### src/rtl/jsar_pkg.sv
// Shared types and constants of the JSON string-array recognizer.
package jsar_pkg;

  localparam int unsigned KIND_W = 4;
  localparam int unsigned CHAR_W = 8;
  localparam int unsigned CODE_W = 4;
  localparam int unsigned POS_W  = 21;
  localparam int unsigned MAX_W  = 21;

  localparam logic [MAX_W-1:0] MAX_TEXT_RESET = 21'd1048576;

  // Event kinds.
  localparam logic [KIND_W-1:0] EV_NONE       = 4'd0;
  localparam logic [KIND_W-1:0] EV_OBJ_BEGIN  = 4'd1;
  localparam logic [KIND_W-1:0] EV_KEY_CHAR   = 4'd2;
  localparam logic [KIND_W-1:0] EV_KEY_END    = 4'd3;
  localparam logic [KIND_W-1:0] EV_VAL_CHAR   = 4'd4;
  localparam logic [KIND_W-1:0] EV_PAIR_END   = 4'd5;
  localparam logic [KIND_W-1:0] EV_OBJ_END    = 4'd6;
  localparam logic [KIND_W-1:0] EV_SCRIPT_END = 4'd7;
  localparam logic [KIND_W-1:0] EV_ERROR      = 4'd8;

  // Error codes.
  localparam logic [CODE_W-1:0] ERR_NONE        = 4'd0;
  localparam logic [CODE_W-1:0] ERR_NOT_ARRAY   = 4'd1;
  localparam logic [CODE_W-1:0] ERR_NOT_OBJECT  = 4'd2;
  localparam logic [CODE_W-1:0] ERR_EXP_QUOTE   = 4'd3;
  localparam logic [CODE_W-1:0] ERR_EXP_COLON   = 4'd4;
  localparam logic [CODE_W-1:0] ERR_EXP_COMMA_BRACE   = 4'd5;
  localparam logic [CODE_W-1:0] ERR_EXP_COMMA_BRACKET = 4'd6;
  localparam logic [CODE_W-1:0] ERR_BAD_ESCAPE  = 4'd7;
  localparam logic [CODE_W-1:0] ERR_OPEN_ESCAPE = 4'd8;
  localparam logic [CODE_W-1:0] ERR_OPEN_STRING = 4'd9;
  localparam logic [CODE_W-1:0] ERR_TOO_LARGE   = 4'd10;

  // Characters of the grammar.
  localparam logic [CHAR_W-1:0] CH_LBRACKET  = 8'h5B;
  localparam logic [CHAR_W-1:0] CH_RBRACKET  = 8'h5D;
  localparam logic [CHAR_W-1:0] CH_LBRACE    = 8'h7B;
  localparam logic [CHAR_W-1:0] CH_RBRACE    = 8'h7D;
  localparam logic [CHAR_W-1:0] CH_COLON     = 8'h3A;
  localparam logic [CHAR_W-1:0] CH_COMMA     = 8'h2C;
  localparam logic [CHAR_W-1:0] CH_QUOTE     = 8'h22;
  localparam logic [CHAR_W-1:0] CH_BACKSLASH = 8'h5C;
  localparam logic [CHAR_W-1:0] CH_LF        = 8'h0A;
  localparam logic [CHAR_W-1:0] CH_CR        = 8'h0D;
  localparam logic [CHAR_W-1:0] CH_TAB       = 8'h09;
  localparam logic [CHAR_W-1:0] CH_SPACE     = 8'h20;

  typedef struct packed {
    logic [KIND_W-1:0] event_kind;
    logic [CHAR_W-1:0] decoded_char;
    logic [CODE_W-1:0] error_code;
    logic [POS_W-1:0]  error_line;
    logic [POS_W-1:0]  error_column;
    logic              last_of_run;
  } result_t;

  // Results of one input item: how many (0 to 2) and the two slots in order.
  typedef struct packed {
    logic [1:0] count;
    result_t    first;
    result_t    second;
  } step_t;

endpackage

### src/rtl/jsar_in_if.sv
// Input channel: one text byte request with its flags.
interface jsar_in_if;
  logic                         valid;
  logic                         ready;
  logic [jsar_pkg::CHAR_W-1:0]  text_byte;
  logic                         has_byte;
  logic                         end_of_text;

  modport source (output valid, output text_byte, output has_byte, output end_of_text,
                  input ready);
  modport sink (input valid, input text_byte, input has_byte, input end_of_text,
                output ready);
endinterface

### src/rtl/jsar_out_if.sv
// Output channel: one event request of the recognizer.
interface jsar_out_if;
  logic                         valid;
  logic                         ready;
  logic [jsar_pkg::KIND_W-1:0]  event_kind;
  logic [jsar_pkg::CHAR_W-1:0]  decoded_char;
  logic [jsar_pkg::CODE_W-1:0]  error_code;
  logic [jsar_pkg::POS_W-1:0]   error_line;
  logic [jsar_pkg::POS_W-1:0]   error_column;
  logic                         last_of_run;

  modport source (output valid, output event_kind, output decoded_char, output error_code,
                  output error_line, output error_column, output last_of_run,
                  input ready);
  modport sink (input valid, input event_kind, input decoded_char, input error_code,
                input error_line, input error_column, input last_of_run,
                output ready);
endinterface

### src/rtl/jsar_parser.sv
// Parse state machine, position counters and size limit of the recognizer.
module jsar_parser #(
  parameter int unsigned POSITION_BITS = 21
) (
  input  logic                         clk_i,
  input  logic                         rst_ni,
  input  logic                         cfg_we_i,
  input  logic [jsar_pkg::MAX_W-1:0]   cfg_wdata_i,
  input  logic                         step_i,
  input  logic [jsar_pkg::CHAR_W-1:0]  text_byte_i,
  input  logic                         has_byte_i,
  input  logic                         end_of_text_i,
  output jsar_pkg::step_t              step_o
);

  typedef enum logic [3:0] {
    PH_OPEN, PH_FIRST, PH_OBJ, PH_OBJ_FIRST, PH_KEY_Q, PH_KEY, PH_KEY_ESC,
    PH_COLON, PH_VAL_Q, PH_VAL, PH_VAL_ESC, PH_AFTER_PAIR, PH_AFTER_OBJ,
    PH_DONE, PH_ERR
  } phase_e;

  localparam int unsigned EXT_W = (POSITION_BITS > jsar_pkg::POS_W) ? POSITION_BITS
                                                                    : jsar_pkg::POS_W;
  localparam int unsigned CMP_W = ((POSITION_BITS > jsar_pkg::MAX_W) ? POSITION_BITS
                                                                     : jsar_pkg::MAX_W) + 1;
  localparam logic [POSITION_BITS-1:0] POS_MAX = {POSITION_BITS{1'b1}};
  localparam logic [POSITION_BITS-1:0] POS_ONE = POSITION_BITS'(1);

  phase_e                     phase_q, phase_d, phase_mid;
  logic [POSITION_BITS-1:0]   line_q, line_d;
  logic [POSITION_BITS-1:0]   col_q, col_d;
  logic [POSITION_BITS-1:0]   bytes_q, bytes_d;
  logic [jsar_pkg::MAX_W-1:0] max_q;

  logic              live, over_limit, is_ws;
  logic              byte_hit, fin_hit;
  jsar_pkg::result_t byte_res, fin_res;

  function automatic logic [jsar_pkg::POS_W-1:0] pos_out(input logic [POSITION_BITS-1:0] v);
    logic [EXT_W-1:0] e;
    e = EXT_W'(v);
    return e[jsar_pkg::POS_W-1:0];
  endfunction

  function automatic jsar_pkg::result_t make_ev(input logic [jsar_pkg::KIND_W-1:0] kind,
                                                input logic [jsar_pkg::CHAR_W-1:0] ch);
    jsar_pkg::result_t r;
    r = '0;
    r.event_kind   = kind;
    r.decoded_char = ch;
    return r;
  endfunction

  function automatic jsar_pkg::result_t make_err(input logic [jsar_pkg::CODE_W-1:0] code,
                                                 input logic [POSITION_BITS-1:0] ln,
                                                 input logic [POSITION_BITS-1:0] cl);
    jsar_pkg::result_t r;
    r = '0;
    r.event_kind   = jsar_pkg::EV_ERROR;
    r.error_code   = code;
    r.error_line   = pos_out(ln);
    r.error_column = pos_out(cl);
    return r;
  endfunction

  // Error that an end of text raises in each phase.
  function automatic logic [jsar_pkg::CODE_W-1:0] end_code(input phase_e p);
    logic [jsar_pkg::CODE_W-1:0] c;
    unique case (p)
      PH_OPEN:                     c = jsar_pkg::ERR_NOT_ARRAY;
      PH_FIRST, PH_OBJ:            c = jsar_pkg::ERR_NOT_OBJECT;
      PH_OBJ_FIRST, PH_KEY_Q,
      PH_VAL_Q:                    c = jsar_pkg::ERR_EXP_QUOTE;
      PH_KEY, PH_VAL:              c = jsar_pkg::ERR_OPEN_STRING;
      PH_KEY_ESC, PH_VAL_ESC:      c = jsar_pkg::ERR_OPEN_ESCAPE;
      PH_COLON:                    c = jsar_pkg::ERR_EXP_COLON;
      PH_AFTER_PAIR:               c = jsar_pkg::ERR_EXP_COMMA_BRACE;
      PH_AFTER_OBJ:                c = jsar_pkg::ERR_EXP_COMMA_BRACKET;
      default:                     c = jsar_pkg::ERR_NONE;
    endcase
    return c;
  endfunction

  assign live       = (phase_q != PH_DONE) && (phase_q != PH_ERR);
  assign over_limit = (CMP_W'(bytes_q) + CMP_W'(1)) > CMP_W'(max_q);
  assign is_ws      = (text_byte_i == jsar_pkg::CH_SPACE) || (text_byte_i == jsar_pkg::CH_TAB)
                   || (text_byte_i == jsar_pkg::CH_CR) || (text_byte_i == jsar_pkg::CH_LF);

  always_comb begin
    phase_mid = phase_q;
    line_d    = line_q;
    col_d     = col_q;
    bytes_d   = bytes_q;
    byte_hit  = 1'b0;
    byte_res  = '0;
    fin_hit   = 1'b0;
    fin_res   = '0;

    if (step_i && has_byte_i && live) begin
      if (over_limit) begin
        // The byte that breaks the limit is not parsed and not counted.
        byte_hit  = 1'b1;
        byte_res  = make_err(jsar_pkg::ERR_TOO_LARGE, line_q, col_q);
        phase_mid = PH_ERR;
      end else begin
        if (phase_q == PH_KEY || phase_q == PH_VAL) begin
          if (text_byte_i == jsar_pkg::CH_QUOTE) begin
            byte_hit  = 1'b1;
            byte_res  = make_ev((phase_q == PH_KEY) ? jsar_pkg::EV_KEY_END
                                                    : jsar_pkg::EV_PAIR_END, '0);
            phase_mid = (phase_q == PH_KEY) ? PH_COLON : PH_AFTER_PAIR;
          end else if (text_byte_i == jsar_pkg::CH_BACKSLASH) begin
            phase_mid = (phase_q == PH_KEY) ? PH_KEY_ESC : PH_VAL_ESC;
          end else begin
            byte_hit = 1'b1;
            byte_res = make_ev((phase_q == PH_KEY) ? jsar_pkg::EV_KEY_CHAR
                                                   : jsar_pkg::EV_VAL_CHAR, text_byte_i);
          end
        end else if (phase_q == PH_KEY_ESC || phase_q == PH_VAL_ESC) begin
          byte_hit = 1'b1;
          if (text_byte_i == jsar_pkg::CH_QUOTE || text_byte_i == jsar_pkg::CH_BACKSLASH) begin
            byte_res  = make_ev((phase_q == PH_KEY_ESC) ? jsar_pkg::EV_KEY_CHAR
                                                        : jsar_pkg::EV_VAL_CHAR, text_byte_i);
            phase_mid = (phase_q == PH_KEY_ESC) ? PH_KEY : PH_VAL;
          end else begin
            byte_res  = make_err(jsar_pkg::ERR_BAD_ESCAPE, line_q, col_q);
            phase_mid = PH_ERR;
          end
        end else if (!is_ws) begin
          unique case (phase_q)
            PH_OPEN: begin
              if (text_byte_i == jsar_pkg::CH_LBRACKET) begin
                phase_mid = PH_FIRST;
              end else begin
                byte_hit  = 1'b1;
                byte_res  = make_err(jsar_pkg::ERR_NOT_ARRAY, line_q, col_q);
                phase_mid = PH_ERR;
              end
            end
            PH_FIRST, PH_OBJ: begin
              byte_hit = 1'b1;
              if (text_byte_i == jsar_pkg::CH_LBRACE) begin
                byte_res  = make_ev(jsar_pkg::EV_OBJ_BEGIN, '0);
                phase_mid = PH_OBJ_FIRST;
              end else if (phase_q == PH_FIRST && text_byte_i == jsar_pkg::CH_RBRACKET) begin
                byte_res  = make_ev(jsar_pkg::EV_SCRIPT_END, '0);
                phase_mid = PH_DONE;
              end else begin
                byte_res  = make_err(jsar_pkg::ERR_NOT_OBJECT, line_q, col_q);
                phase_mid = PH_ERR;
              end
            end
            PH_OBJ_FIRST, PH_KEY_Q: begin
              if (text_byte_i == jsar_pkg::CH_QUOTE) begin
                phase_mid = PH_KEY;
              end else if (phase_q == PH_OBJ_FIRST && text_byte_i == jsar_pkg::CH_RBRACE) begin
                byte_hit  = 1'b1;
                byte_res  = make_ev(jsar_pkg::EV_OBJ_END, '0);
                phase_mid = PH_AFTER_OBJ;
              end else begin
                byte_hit  = 1'b1;
                byte_res  = make_err(jsar_pkg::ERR_EXP_QUOTE, line_q, col_q);
                phase_mid = PH_ERR;
              end
            end
            PH_COLON: begin
              if (text_byte_i == jsar_pkg::CH_COLON) begin
                phase_mid = PH_VAL_Q;
              end else begin
                byte_hit  = 1'b1;
                byte_res  = make_err(jsar_pkg::ERR_EXP_COLON, line_q, col_q);
                phase_mid = PH_ERR;
              end
            end
            PH_VAL_Q: begin
              if (text_byte_i == jsar_pkg::CH_QUOTE) begin
                phase_mid = PH_VAL;
              end else begin
                byte_hit  = 1'b1;
                byte_res  = make_err(jsar_pkg::ERR_EXP_QUOTE, line_q, col_q);
                phase_mid = PH_ERR;
              end
            end
            PH_AFTER_PAIR: begin
              if (text_byte_i == jsar_pkg::CH_COMMA) begin
                phase_mid = PH_KEY_Q;
              end else if (text_byte_i == jsar_pkg::CH_RBRACE) begin
                byte_hit  = 1'b1;
                byte_res  = make_ev(jsar_pkg::EV_OBJ_END, '0);
                phase_mid = PH_AFTER_OBJ;
              end else begin
                byte_hit  = 1'b1;
                byte_res  = make_err(jsar_pkg::ERR_EXP_COMMA_BRACE, line_q, col_q);
                phase_mid = PH_ERR;
              end
            end
            PH_AFTER_OBJ: begin
              if (text_byte_i == jsar_pkg::CH_COMMA) begin
                phase_mid = PH_OBJ;
              end else if (text_byte_i == jsar_pkg::CH_RBRACKET) begin
                byte_hit  = 1'b1;
                byte_res  = make_ev(jsar_pkg::EV_SCRIPT_END, '0);
                phase_mid = PH_DONE;
              end else begin
                byte_hit  = 1'b1;
                byte_res  = make_err(jsar_pkg::ERR_EXP_COMMA_BRACKET, line_q, col_q);
                phase_mid = PH_ERR;
              end
            end
            default: begin
            end
          endcase
        end

        // Every parsed byte moves the position (saturating at its maximum), whatever it caused.
        if (bytes_q != POS_MAX) begin
          bytes_d = bytes_q + POS_ONE;
        end
        if (text_byte_i == jsar_pkg::CH_LF) begin
          if (line_q != POS_MAX) begin
            line_d = line_q + POS_ONE;
          end
          col_d = POS_ONE;
        end else if (col_q != POS_MAX) begin
          col_d = col_q + POS_ONE;
        end
      end
    end

    // An end marker is judged against the phase the byte left behind.
    phase_d = phase_mid;
    if (step_i && end_of_text_i && phase_mid != PH_DONE && phase_mid != PH_ERR) begin
      fin_hit = 1'b1;
      fin_res = make_err(end_code(phase_mid), line_d, col_d);
      phase_d = PH_ERR;
    end
  end

  always_comb begin
    step_o       = '0;
    step_o.count = {1'b0, byte_hit} + {1'b0, fin_hit};
    if (byte_hit) begin
      step_o.first             = byte_res;
      step_o.first.last_of_run = !fin_hit;
      step_o.second            = fin_res;
      step_o.second.last_of_run = 1'b1;
    end else begin
      step_o.first             = fin_res;
      step_o.first.last_of_run = 1'b1;
    end
  end

  always_ff @(posedge clk_i or negedge rst_ni) begin
    if (!rst_ni) begin
      phase_q <= PH_OPEN;
      line_q  <= POS_ONE;
      col_q   <= POS_ONE;
      bytes_q <= '0;
      max_q   <= jsar_pkg::MAX_TEXT_RESET;
    end else begin
      phase_q <= phase_d;
      line_q  <= line_d;
      col_q   <= col_d;
      bytes_q <= bytes_d;
      if (cfg_we_i) begin
        max_q <= cfg_wdata_i;
      end
    end
  end

endmodule

### src/rtl/jsar_result_fifo.sv
// Four-entry result queue that takes up to two results a cycle and gives one.
module jsar_result_fifo (
  input  logic              clk_i,
  input  logic              rst_ni,
  input  jsar_pkg::step_t   push_i,
  input  logic              pop_i,
  output logic              room_o,
  output logic              valid_o,
  output jsar_pkg::result_t data_o
);

  localparam int unsigned DEPTH = 4;
  localparam int unsigned PTR_W = $clog2(DEPTH);
  localparam int unsigned CNT_W = PTR_W + 1;

  jsar_pkg::result_t mem_q [DEPTH];
  logic [PTR_W-1:0]  wr_ptr_q, wr_ptr_d, rd_ptr_q, rd_ptr_d;
  logic [CNT_W-1:0]  count_q, count_d;
  logic              do_pop;

  // Room for a full pair keeps the producer free of any look at the count.
  assign room_o  = count_q <= CNT_W'(DEPTH - 2);
  assign valid_o = count_q != '0;
  assign data_o  = mem_q[rd_ptr_q];
  assign do_pop  = pop_i && valid_o;

  always_comb begin
    wr_ptr_d = wr_ptr_q + PTR_W'(push_i.count);
    rd_ptr_d = rd_ptr_q + PTR_W'(do_pop);
    count_d  = count_q + CNT_W'(push_i.count) - CNT_W'(do_pop);
  end

  always_ff @(posedge clk_i) begin
    if (push_i.count != 2'd0) begin
      mem_q[wr_ptr_q] <= push_i.first;
    end
    if (push_i.count == 2'd2) begin
      mem_q[wr_ptr_q + PTR_W'(1)] <= push_i.second;
    end
  end

  always_ff @(posedge clk_i or negedge rst_ni) begin
    if (!rst_ni) begin
      wr_ptr_q <= '0;
      rd_ptr_q <= '0;
      count_q  <= '0;
    end else begin
      wr_ptr_q <= wr_ptr_d;
      rd_ptr_q <= rd_ptr_d;
      count_q  <= count_d;
    end
  end

endmodule

### src/rtl/json_string_array_recognizer.sv
// Top level of the JSON string-array recognizer.
//
//   channel   direction  payload                                          size
//   in_i      sink       text_byte, has_byte, end_of_text                 10 bits
//   out_o     source     event_kind, decoded_char, error_code,            59 bits
//                        error_line, error_column, last_of_run
//   cfg       write      cfg_wdata_i = max_text_bytes (cfg_we_i strobe)   21 bits
//
// One input request is taken per cycle while in_i.ready is high; its results
// are registered into a four-entry queue and leave it one per cycle while
// out_o.ready is high. in_i.ready is low only while the queue holds three or
// more results, as when out_o stalls or requests give two results each.
// Reset restarts parse state, positions, byte count, queue; limit = 1048576.
module json_string_array_recognizer #(
  parameter int unsigned POSITION_BITS = 21
) (
  input  logic                       clk_i,
  input  logic                       rst_ni,
  input  logic                       cfg_we_i,
  input  logic [jsar_pkg::MAX_W-1:0] cfg_wdata_i,
  jsar_in_if.sink                    in_i,
  jsar_out_if.source                 out_o
);

  logic              step;
  logic              room;
  jsar_pkg::step_t   step_res;
  jsar_pkg::result_t head;

  assign in_i.ready = room;
  assign step       = in_i.valid && room;

  jsar_parser #(
    .POSITION_BITS (POSITION_BITS)
  ) u_parser (
    .clk_i         (clk_i),
    .rst_ni        (rst_ni),
    .cfg_we_i      (cfg_we_i),
    .cfg_wdata_i   (cfg_wdata_i),
    .step_i        (step),
    .text_byte_i   (in_i.text_byte),
    .has_byte_i    (in_i.has_byte),
    .end_of_text_i (in_i.end_of_text),
    .step_o        (step_res)
  );

  jsar_result_fifo u_fifo (
    .clk_i   (clk_i),
    .rst_ni  (rst_ni),
    .push_i  (step_res),
    .pop_i   (out_o.ready),
    .room_o  (room),
    .valid_o (out_o.valid),
    .data_o  (head)
  );

  assign out_o.event_kind   = head.event_kind;
  assign out_o.decoded_char = head.decoded_char;
  assign out_o.error_code   = head.error_code;
  assign out_o.error_line   = head.error_line;
  assign out_o.error_column = head.error_column;
  assign out_o.last_of_run  = head.last_of_run;

endmodule

### src/flat_wrapper.sv
// flat-port wrapper written by rule: the top's interface ports become plain ports
module json_string_array_recognizer_flat 
#(
  parameter int unsigned POSITION_BITS = 21
)
  (clk_i, rst_ni, cfg_we_i, cfg_wdata_i, in_i_valid, in_i_text_byte, in_i_has_byte, in_i_end_of_text, in_i_ready, out_o_valid, out_o_event_kind, out_o_decoded_char, out_o_error_code, out_o_error_line, out_o_error_column, out_o_last_of_run, out_o_ready);
  jsar_in_if in_i_i ();
  jsar_out_if out_o_i ();
  input  logic clk_i;
  input  logic rst_ni;
  input  logic cfg_we_i;
  input  logic [jsar_pkg::MAX_W-1:0] cfg_wdata_i;
  input wire logic [$bits(in_i_i.valid)-1:0] in_i_valid;
  input wire logic [$bits(in_i_i.text_byte)-1:0] in_i_text_byte;
  input wire logic [$bits(in_i_i.has_byte)-1:0] in_i_has_byte;
  input wire logic [$bits(in_i_i.end_of_text)-1:0] in_i_end_of_text;
  output wire logic [$bits(in_i_i.ready)-1:0] in_i_ready;
  output wire logic [$bits(out_o_i.valid)-1:0] out_o_valid;
  output wire logic [$bits(out_o_i.event_kind)-1:0] out_o_event_kind;
  output wire logic [$bits(out_o_i.decoded_char)-1:0] out_o_decoded_char;
  output wire logic [$bits(out_o_i.error_code)-1:0] out_o_error_code;
  output wire logic [$bits(out_o_i.error_line)-1:0] out_o_error_line;
  output wire logic [$bits(out_o_i.error_column)-1:0] out_o_error_column;
  output wire logic [$bits(out_o_i.last_of_run)-1:0] out_o_last_of_run;
  input wire logic [$bits(out_o_i.ready)-1:0] out_o_ready;
  assign in_i_i.valid = in_i_valid;
  assign in_i_i.text_byte = in_i_text_byte;
  assign in_i_i.has_byte = in_i_has_byte;
  assign in_i_i.end_of_text = in_i_end_of_text;
  assign in_i_ready = in_i_i.ready;
  assign out_o_valid = out_o_i.valid;
  assign out_o_event_kind = out_o_i.event_kind;
  assign out_o_decoded_char = out_o_i.decoded_char;
  assign out_o_error_code = out_o_i.error_code;
  assign out_o_error_line = out_o_i.error_line;
  assign out_o_error_column = out_o_i.error_column;
  assign out_o_last_of_run = out_o_i.last_of_run;
  assign out_o_i.ready = out_o_ready;
  json_string_array_recognizer #(.POSITION_BITS(POSITION_BITS)) u_core (.clk_i(clk_i), .rst_ni(rst_ni), .cfg_we_i(cfg_we_i), .cfg_wdata_i(cfg_wdata_i), .in_i(in_i_i), .out_o(out_o_i));
endmodule
### config.mk
export PLATFORM = sky130hd
export DESIGN_NAME = json_string_array_recognizer_flat
export DESIGN_NICKNAME = d
export VERILOG_FILES = /design/src/rtl/jsar_pkg.sv /design/src/rtl/jsar_in_if.sv /design/src/rtl/jsar_out_if.sv /design/src/rtl/jsar_parser.sv /design/src/rtl/jsar_result_fifo.sv /design/src/rtl/json_string_array_recognizer.sv /design/src/flat_wrapper.sv
export SDC_FILE = /design/constraint.sdc
export NUM_CORES = 1
export LEC_CHECK = 0
export ABC_AREA = 1
export BUFFER_PORTS_ARGS = -buffer_cell sky130_fd_sc_hd__buf_2
export CORE_ASPECT_RATIO = 1.1
export CORE_UTILIZATION = 25
export CTS_BUF_LIST = sky130_fd_sc_hd__clkbuf_2
export DETAILED_ROUTE_END_ITERATION = 8
export SLEW_MARGIN = 20
export SYNTH_ARGS = -nofsm -noshare
export SYNTH_HDL_FRONTEND = slang
export SYNTH_HIERARCHICAL = 1
export SYNTH_SLANG_ARGS = --single-unit
### constraint.sdc
create_clock -name clk_i -period 7.35 [get_ports clk_i]
set_input_delay 1.8375 -clock clk_i [delete_from_list [all_inputs] [get_ports clk_i]]
set_output_delay 1.8375 -clock clk_i [all_outputs]
set_load 0.05 [all_outputs]
; Word level (Yosys, flattened, before mapping)
; Memory sizes are Yosys's and may differ from the RTL's.
; Index checks and enable logic that the tools add are counted.
[totals]
ff_bits = 95
rom_bits = 64
ramBits = 236
n_memories = 2
input_bits = 36
[mem_list]
columns = memory, depth, width, read_ports, rd_ports_with_merged_regs, write_ports, line
row1 = u_core.u_fifo.mem_q, 4, 59, 1, 0, 2, jsar_result_fifo.sv:16  ; jsar_pkg::result_t mem_q [DEPTH];
row2 = (no name shown), 16, 4, 1, 0, 0, jsar_parser.sv:69  ; unique case (p)
[classes]
reduce_logical = 25
bitwise_logic = 1
n_mux = 75
n_addsub = 10
eq_ne = 32
order_cmp = 2
[op_table]
columns = op, count
row1 = $mux 59, 20
row2 = $pmux 59 s7, 1
row3 = $mux 21, 8
row4 = $mux 58, 2
row5 = $mux 4, 17
row6 = $add 21x1->21 const B, 3
row7 = $ne 21x21->1 const B, 3
row8 = $eq 8x7->1 const B, 5
row9 = $eq 8x6->1 const B, 4
row10 = $pmux 4 s7, 1
row11 = $eq 8x4->1 const B, 3
row12 = $add 21x1->22 const B, 1
row13 = $gt 22x21->1, 1
row14 = $eq 4x4->1 const B, 5
row15 = $eq 4x3->1 const B, 4
row16 = $mux 1, 16
row17 = $ne 4x4->1 const B, 4
row18 = $mux 3, 5
row19 = $logic_and 1x1->1, 10
row20 = $eq 4x2->1 const B, 2
row21 = $mux 2, 4
row22 = $logic_or 1x1->1, 6
row23 = $reduce_or 2->1, 3
row24 = $pmux 1 s5, 1
row25 = other kinds (16), 16

; Longest topological paths before layout
; Gate-level depths: netlist of run 1.
[logic_depth]
depth_word = 18
depth_mapped = 40
depth_no_buf = 35

; Modules after synthesis
; The synthesis of run 1 kept the hierarchy.
[modules_own_cells]
columns = mod, seq_area_each_um2, n_inst, cells_per_inst, area_per_inst_um2
row1 = jsar_result_fifo, 7262.0, 1, 1275, 11852.6
row2 = jsar_parser, 2205.9, 1, 1297, 7953.9
row3 = json_string_array_recognizer, 0.0, 1, 2, 7.5

; Worst setup path after synthesis of run 1
; OpenSTA, ideal clock, no wires.
[synth_timing]
path_kind = input-to-reg
from = input port in_i_text_byte[7]
to = memory u_core/u_fifo/mem_q[3][0] (netlist name), enable pin
setup_slack_ps = 845
required_ps = 6932
stages = 26
arrival_ps = 6087
n_path_buf = 3
path_cell_list = inv_1 nand2_1 nor2_2 inv_1 nor2_1 nor2_1 inv_1 nand2_1 nor2_1 nand3_1 nand2_1 nand3b_1 o21ai_1 inv_1 ha_1 or2_2 nand3_2 nand2_2 inv_2 buf_6 buf_6 ha_1 nor2_4 nand2_1 clkbuf_1 nand2_1
[synth_lines]
columns = element, line
row1 = from (decl), flat_wrapper.sv:14  ; input wire logic [$bits(in_i_i.text_byte)-1:0] in_i_text_byte;
row2 = to (decl), jsar_result_fifo.sv:16

==> results of run 1 <==
## routing by layer
layer / routed length [µm] / part of all wire [%] / vias to the layer above
met1: 23600 / 43 / 7920
met4: 1460 / 2.7 / 2
met5: 11 / 0.020 / -
met3: 2980 / 5.5 / 117
met2: 26400 / 48 / 424
li1: - / - / 8645
## placed cells by master (no fill, tap or decap), drive strengths merged, types with 4 or more instances in the layout
cell type	instances
clkinv	26
inv	234
o21ai	495
ha	36
buf	125
edfxtp	236
dfrtp	92
conb	11
xnor2	5
clkbuf	138
nor4	6
nand4	21
nand3b	5
nor2	367
a21oi	50
diode	4
or2	5
nor3	32
nand3	104
xor2	37
nand2	681
## metrics by stage
stage               area (µm²)  utilization (%)  instances  setup WS [ns]  total power [µW]
finish                   22000             28.2       3763          0.995              7250
detailed placement       21100             27.1       3592          0.726              5980
floorplan                19900                -       2584          0.845              5030
global route             22000             28.2       3760          0.423              7810
global placement         21100             27.1       3592          0.846              5950
CTS                      22000             28.2       3759          0.944              7360
## where the power goes
group	switching [µW]	internal, µW	total (µW)	leakage (µW)
combinational	2510	841	3350	0.00476
clock	810	545	1360	0.000651
sequential	266	2280	2540	0.00329
## worst min-delay path, cell delays in order, from the launching register on
cell     delay, ns
dfrtp_1       0.38
nand2_1       0.06
nand2_1       0.05
## logic make-up (layout without fill, tap and decap cells)
kind of cell	Yosys count	after routing	synth area share [%]
buf+inv	385	525	8.65
mux	1	1	0.0568
other cells	1	15	0.0189
xor+xnor	42	42	1.86
compound gates	553	553	14.1
simple gates	1224	1224	25.2
fa+ha+maj	37	37	2.37
flops	331	331	47.8
## state kept, by name (all words and copies together) (netlist names)
signal	count
u_core/u_parser/col_q	21
u_core/u_parser/phase_q	4
u_core/u_parser/bytes_q	21
u_core/u_fifo/mem_q	236
u_core/u_fifo/rd_ptr_q	2
u_core/u_parser/line_q	21
u_core/u_fifo/wr_ptr_q	2
u_core/u_parser/max_q	21
u_core/u_fifo/count_q	3
## final cells by class
class	count	area (µm²)
antenna	4	10.0
clock buffer	138	691
clock inverter	29	164
fill	8522	55900
inverter	233	878
multi-input combinational	1868	8720
sequential	331	9470
tap	1035	1290
timing repair buffer	125	751
## worst paths after layout
check	startpoint	to	cells past startpoint
setup / recovery	u_core/u_parser/bytes_q[0]	u_core/u_fifo/mem_q[3][54]	30
hold / removal	u_core/u_fifo/rd_ptr_q[1]	u_core/u_fifo/rd_ptr_q[1]	2
setup reg to reg	u_core/u_parser/bytes_q[0]	u_core/u_fifo/mem_q[3][54]	30
hold reg to reg	u_core/u_fifo/rd_ptr_q[1]	u_core/u_fifo/rd_ptr_q[1]	2
max in group asynchronous	rst_ni	u_core/u_parser/bytes_q[5]	2
min in group asynchronous	rst_ni	u_core/u_fifo/wr_ptr_q[1]	1
==> run_results.csv, run 1 <==
group,metric,value,unit
outcome,outcome,"completed",
yosys,synth.most_common_cell,"nand2_1",
clocking,post_cts_buffers,0,
clocking,cts_root_buf,"clkbuf_2",
timing,slew_headroom,31.6,%
clocking,hold_buffers,0,
timing,tns,0,ns
timing,max_slew.worst_pin.slew,1.03,ns
global_route,use_met2,23.3,%
layout,nets,2722,
yosys,synthFlopType,"edfxtp_1",
setup_path,crit_family,"simple AND/OR/NAND/NOR gates",
power_and_ir_drop,p_leak,0.00871,µW
clocking,worstSkewPairLatency,1.14,ns
yosys,yosys-top-cells-count,"nand2_1 (679), o21ai_0 (451), nor2_1 (344)",
global_route,grt_use_met3,3.18,%
timing,post-route-period-util,86.5,%
global_route,use_met1,16.2,%
flow_run,drv_cap,0,
yosys,synthDistinctLibCells,44,
place,place_congestion,0.896,
global_route,grt_max_degree,119,
floorplan,core,77900,µm²
setup_path,critPathRequiredTime,8.10,ns
yosys,synth_cells,2574,
yosys,synth-edff-count,236,
yosys,synth_top_area_cell,"edfxtp_1",
timing,fin_crit,6.35,ns
routing,firstDrtPassIters,5,
timing,max_freq,0.157,GHz
clocking,clkSlewWorstSetupHoldPaths,0.10,ns
clocking,clockBufferDepth,3,
floorplan,die_height,297,µm
floorplan,start_util,25.4,%
global_route,grt_overflow,0,
global_route,top_usage_layer,"met2",
routing,ant_nets,0,
place,dp_hpwl,35800,µm
clocking,clock-sinks,331,
floorplan,die-area,80400,µm²
layout,syn_to_final_growth,10.9,%
yosys,yosysWarnings,6,
layout,layout-drive-gt1-share,12.8,%
power_and_ir_drop,powerDensity,330,nW/µm²
floorplan,core.rowCount,107,
global_route,grt_pass1_wl,87100,µm
setup_path,critical-path-slowest-cell,"nand2_2",
floorplan,num_io_pins,97,
setup_path,crit_fanout,36,
setup_path,crit_buf_inv,5,
setup_path,path_common_cell,"nand2_1",
setup_path,rrSetupSlack,1.0,ns
setup_path,criticalPathCategory,"flip-flop to flip-flop",
timing,whs,0.521,ns
yosys,syn_area_per_cell,7.70,µm²
yosys,synth_area,19800,µm²
yosys,yosysSeqAreaShare,47.8,%
timing,rsz0062_at_grt,"no",
clocking,post_cts_resized,0,
place,numPortBuffers,96,
routing,drc_errors,0,
routing,vias,17108,
routing,drt_iter0_markers,1030,
worst_hold_path,hold_path_class,"flip-flop to flip-flop",
setup_path,worstPathArrival,7.10,ns
routing,wl_per_cell,14.5,µm
yosys,synthTopCellsByArea,"edfxtp_1 (36%), nand2_1 (13%), dfrtp_1 (12%)",
global_route,grtUsageTotal,13.6,%
global_route,antenna_found_initial,2,
timing,fin_worst_skew,0.106,ns
clocking,cts_buffers,90,
clocking,cts_tree,"done",
floorplan,die_w,270,µm
timing,drv_slew,0,
timing,setup_viol,0,
routing,drt-total-wl,54500,µm
yosys,ys_seq_elements,331,
power_and_ir_drop,max-vdd-ir-drop,0.192,mV
yosys,synth_top_area_share,35.8,%
routing,vias_per_cell,4.55,
setup_path,crit_path_end_kind,"flip-flop",
global_route,grt_pass1_vias,16432,
setup_path,crit_path_start_kind,"flip-flop",
yosys,synthArstFlopShare,28.7,%
clocking,h-tree-depth,3,
setup_path,slowest_delay,0.49,ns
timing,hold_viol,0,
Note: power is estimated with default switching activity, not from simulation.
==> run 2, diff against run 1 <==
Settings changed: CORE_UTILIZATION 25 to 40.
Clock period 7.35 ns to 7.2 ns, I/O delays scaled along.
==> run 2 against run 1 <==
  * Setup slack lost 0.30 ns
  * Hold slack got worse by 0.0052 ns
  * Largest cell class unchanged
  * Sequential cell count did not move
  * Non-clock buffer count is 2 higher
  * Critical path type unchanged
==> run_results.csv, run 2 (synthesized netlist as in run 1, its figures left out) <==
group,metric,value,unit
outcome,outcome,"completed",
global_route,grt_pass1_vias,16940,
floorplan,core.rowCount,85,
place,post-place-ws,0.552,ns
setup_path,crit_path_end_kind,"flip-flop",
setup_path,critPathRequiredTime,7.95,ns
timing,drv_slew,0,
setup_path,slowest_delay,0.68,ns
timing,post-route-period-util,90.4,%
floorplan,num_io_pins,97,
routing,drc_errors,0,
power_and_ir_drop,powerDensity,342,nW/µm²
layout,layout-drive-gt1-share,12.6,%
place,place_area,20700,µm²
routing,vias_per_cell,5.10,
timing,fin_crit,6.51,ns
routing,vias,17224,
setup_path,crit_path_start_kind,"flip-flop",
layout,fin_area,21500,µm²
routing,firstDrtPassIters,5,
clocking,post_cts_resized,0,
floorplan,die_w,214,µm
clocking,post_cts_buffers,0,
global_route,antenna_found_initial,1,
routing,drt-total-wl,54200,µm
setup_path,criticalPathCategory,"flip-flop to flip-flop",
clocking,hold_buffers,0,
setup_path,path_common_cell,"nand2_1",
power_and_ir_drop,p_total,7360,µW
clocking,cts_buffers,88,
setup_path,r2r_start,"u_core/u_parser/bytes_q[0]",
floorplan,core,48900,µm²
layout,mostFrequentLayoutCell,"nand2_1",
power_and_ir_drop,p_leak,0.00868,µW
layout,nets,2722,
power_and_ir_drop,max-vdd-ir-drop,0.187,mV
setup_path,critical-path-slowest-cell,"buf_4",
timing,tns,0,ns
worst_hold_path,hold_depth,2,
global_route,grt_max_degree,119,
floorplan,start_util,40.5,%
setup_path,rrSetupSlack,0.69,ns
clocking,worstSkewPairLatency,1.08,ns
timing,fin_worst_skew,0.117,ns
timing,slew_headroom,29.4,%
timing,hold_viol,0,
routing,drt_iter0_markers,1168,
timing,layout_setup_ws,0.695,ns
global_route,grt_pass1_wl,87700,µm
global_route,grtUsageTotal,21.8,%
global_route,grt_overflow,0,
layout,top_register,"u_core/u_fifo/mem_q",
setup_path,worstPathArrival,7.25,ns
setup_path,crit_fanout,70,
worst_hold_path,worst_hold_startpoint,"u_core/u_fifo/rd_ptr_q[1]",
setup_path,rr_endpoint,"u_core/u_fifo/mem_q[0][28]",
clocking,clkSlewWorstSetupHoldPaths,0.10,ns
timing,rsz0062_at_grt,"no",
clocking,h-tree-depth,3,
floorplan,die-area,50400,µm²
place,dp_hpwl,35200,µm
clocking,clockBufferDepth,3,
worst_hold_path,min_to,"u_core/u_fifo/rd_ptr_q[1]",
flow_run,drv_cap,0,
clocking,clock-sinks,331,
routing,ant_nets,0,
timing,max_slew.worst_pin.slew,1.06,ns
timing,setup_viol,0,
worst_hold_path,hold_path_class,"flip-flop to flip-flop",
routing,wl_per_cell,16.1,µm
place,numPortBuffers,96,
place,place_congestion,0.950,
clocking,cts_tree,"done",
layout,syn_to_final_growth,8.54,%
timing,max_freq,0.154,GHz
clocking,cts_root_buf,"clkbuf_2",
layout,largest_reg_flops,236,
setup_path,worstRegToRegCells,30,
layout,final_cell_mix,"nand2_1 (671), o21ai_0 (451), nor2_1 (344)",
floorplan,die_height,235,µm
## run 2: critical path: cells and delay by family, from the launching register on
family	cells	cell delay, ns
DFF	1	0.47
AOI/OAI and AO/OA	3	0.69
adders and majority gates	3	0.76
xor gates and xnor gates	1	0.25
and+or+nand+nor	17	2.46
buffers and inverters	6	1.55
## run 2: power breakdown
part,internal [µW],leakage (µW),switching (µW)
Sequential,2330,0.00329,218
Combinational,869,0.00476,2580
Clock,552,0.000624,817
## run 2: worst max path at each step
stage / slack, ns / depth (start not counted) / end / start
5_1_grt: 0.02 / 32 / u_core/u_fifo/mem_q[0][28] / u_core/u_parser/bytes_q[0]
3_5_place_dp: 0.55 / 26 / u_core/u_fifo/mem_q[0][28] / in_i_text_byte[7]
3_3_place_gp: 0.78 / 26 / u_core/u_fifo/mem_q[0][9] / in_i_text_byte[7]
4_1_cts: 0.67 / 32 / u_core/u_fifo/mem_q[0][28] / u_core/u_parser/bytes_q[0]
2_1_floorplan: 0.73 / 26 / u_core/u_fifo/mem_q[3][0] / in_i_text_byte[7]
6_report: 0.69 / 30 / u_core/u_fifo/mem_q[0][28] / u_core/u_parser/bytes_q[0]
## run 2: area by class of cell
class                      instances  area (µm²)
inverter                         233         878
clock buffer                     128         641
antenna                            2        5.00
clock inverter                    33         194
sequential                       331        9470
multi-input combinational       1868        8720
fill                            5014       27400
tap                              652         816
timing repair buffer             127         778
## run 2: layer usage
metal	global-route usage, %	share of wire (%)	vias up
met1	26.2	42	8113
met2	38.5	50	388
met4	8.68	2.7	0
met3	3.77	4.6	97
met5	0	0	-
li1	-	-	8626
## run 2: metrics by stage
stage	utilization (%)	std cells	hold slack, ns
detailed placement	42.2	3211	0.494
CTS	43.9	3372	0.518
finish	44.0	3374	0.516
global placement	42.2	3211	0.480
floorplan	-	2584	0.442
global route	44.0	3373	0.544
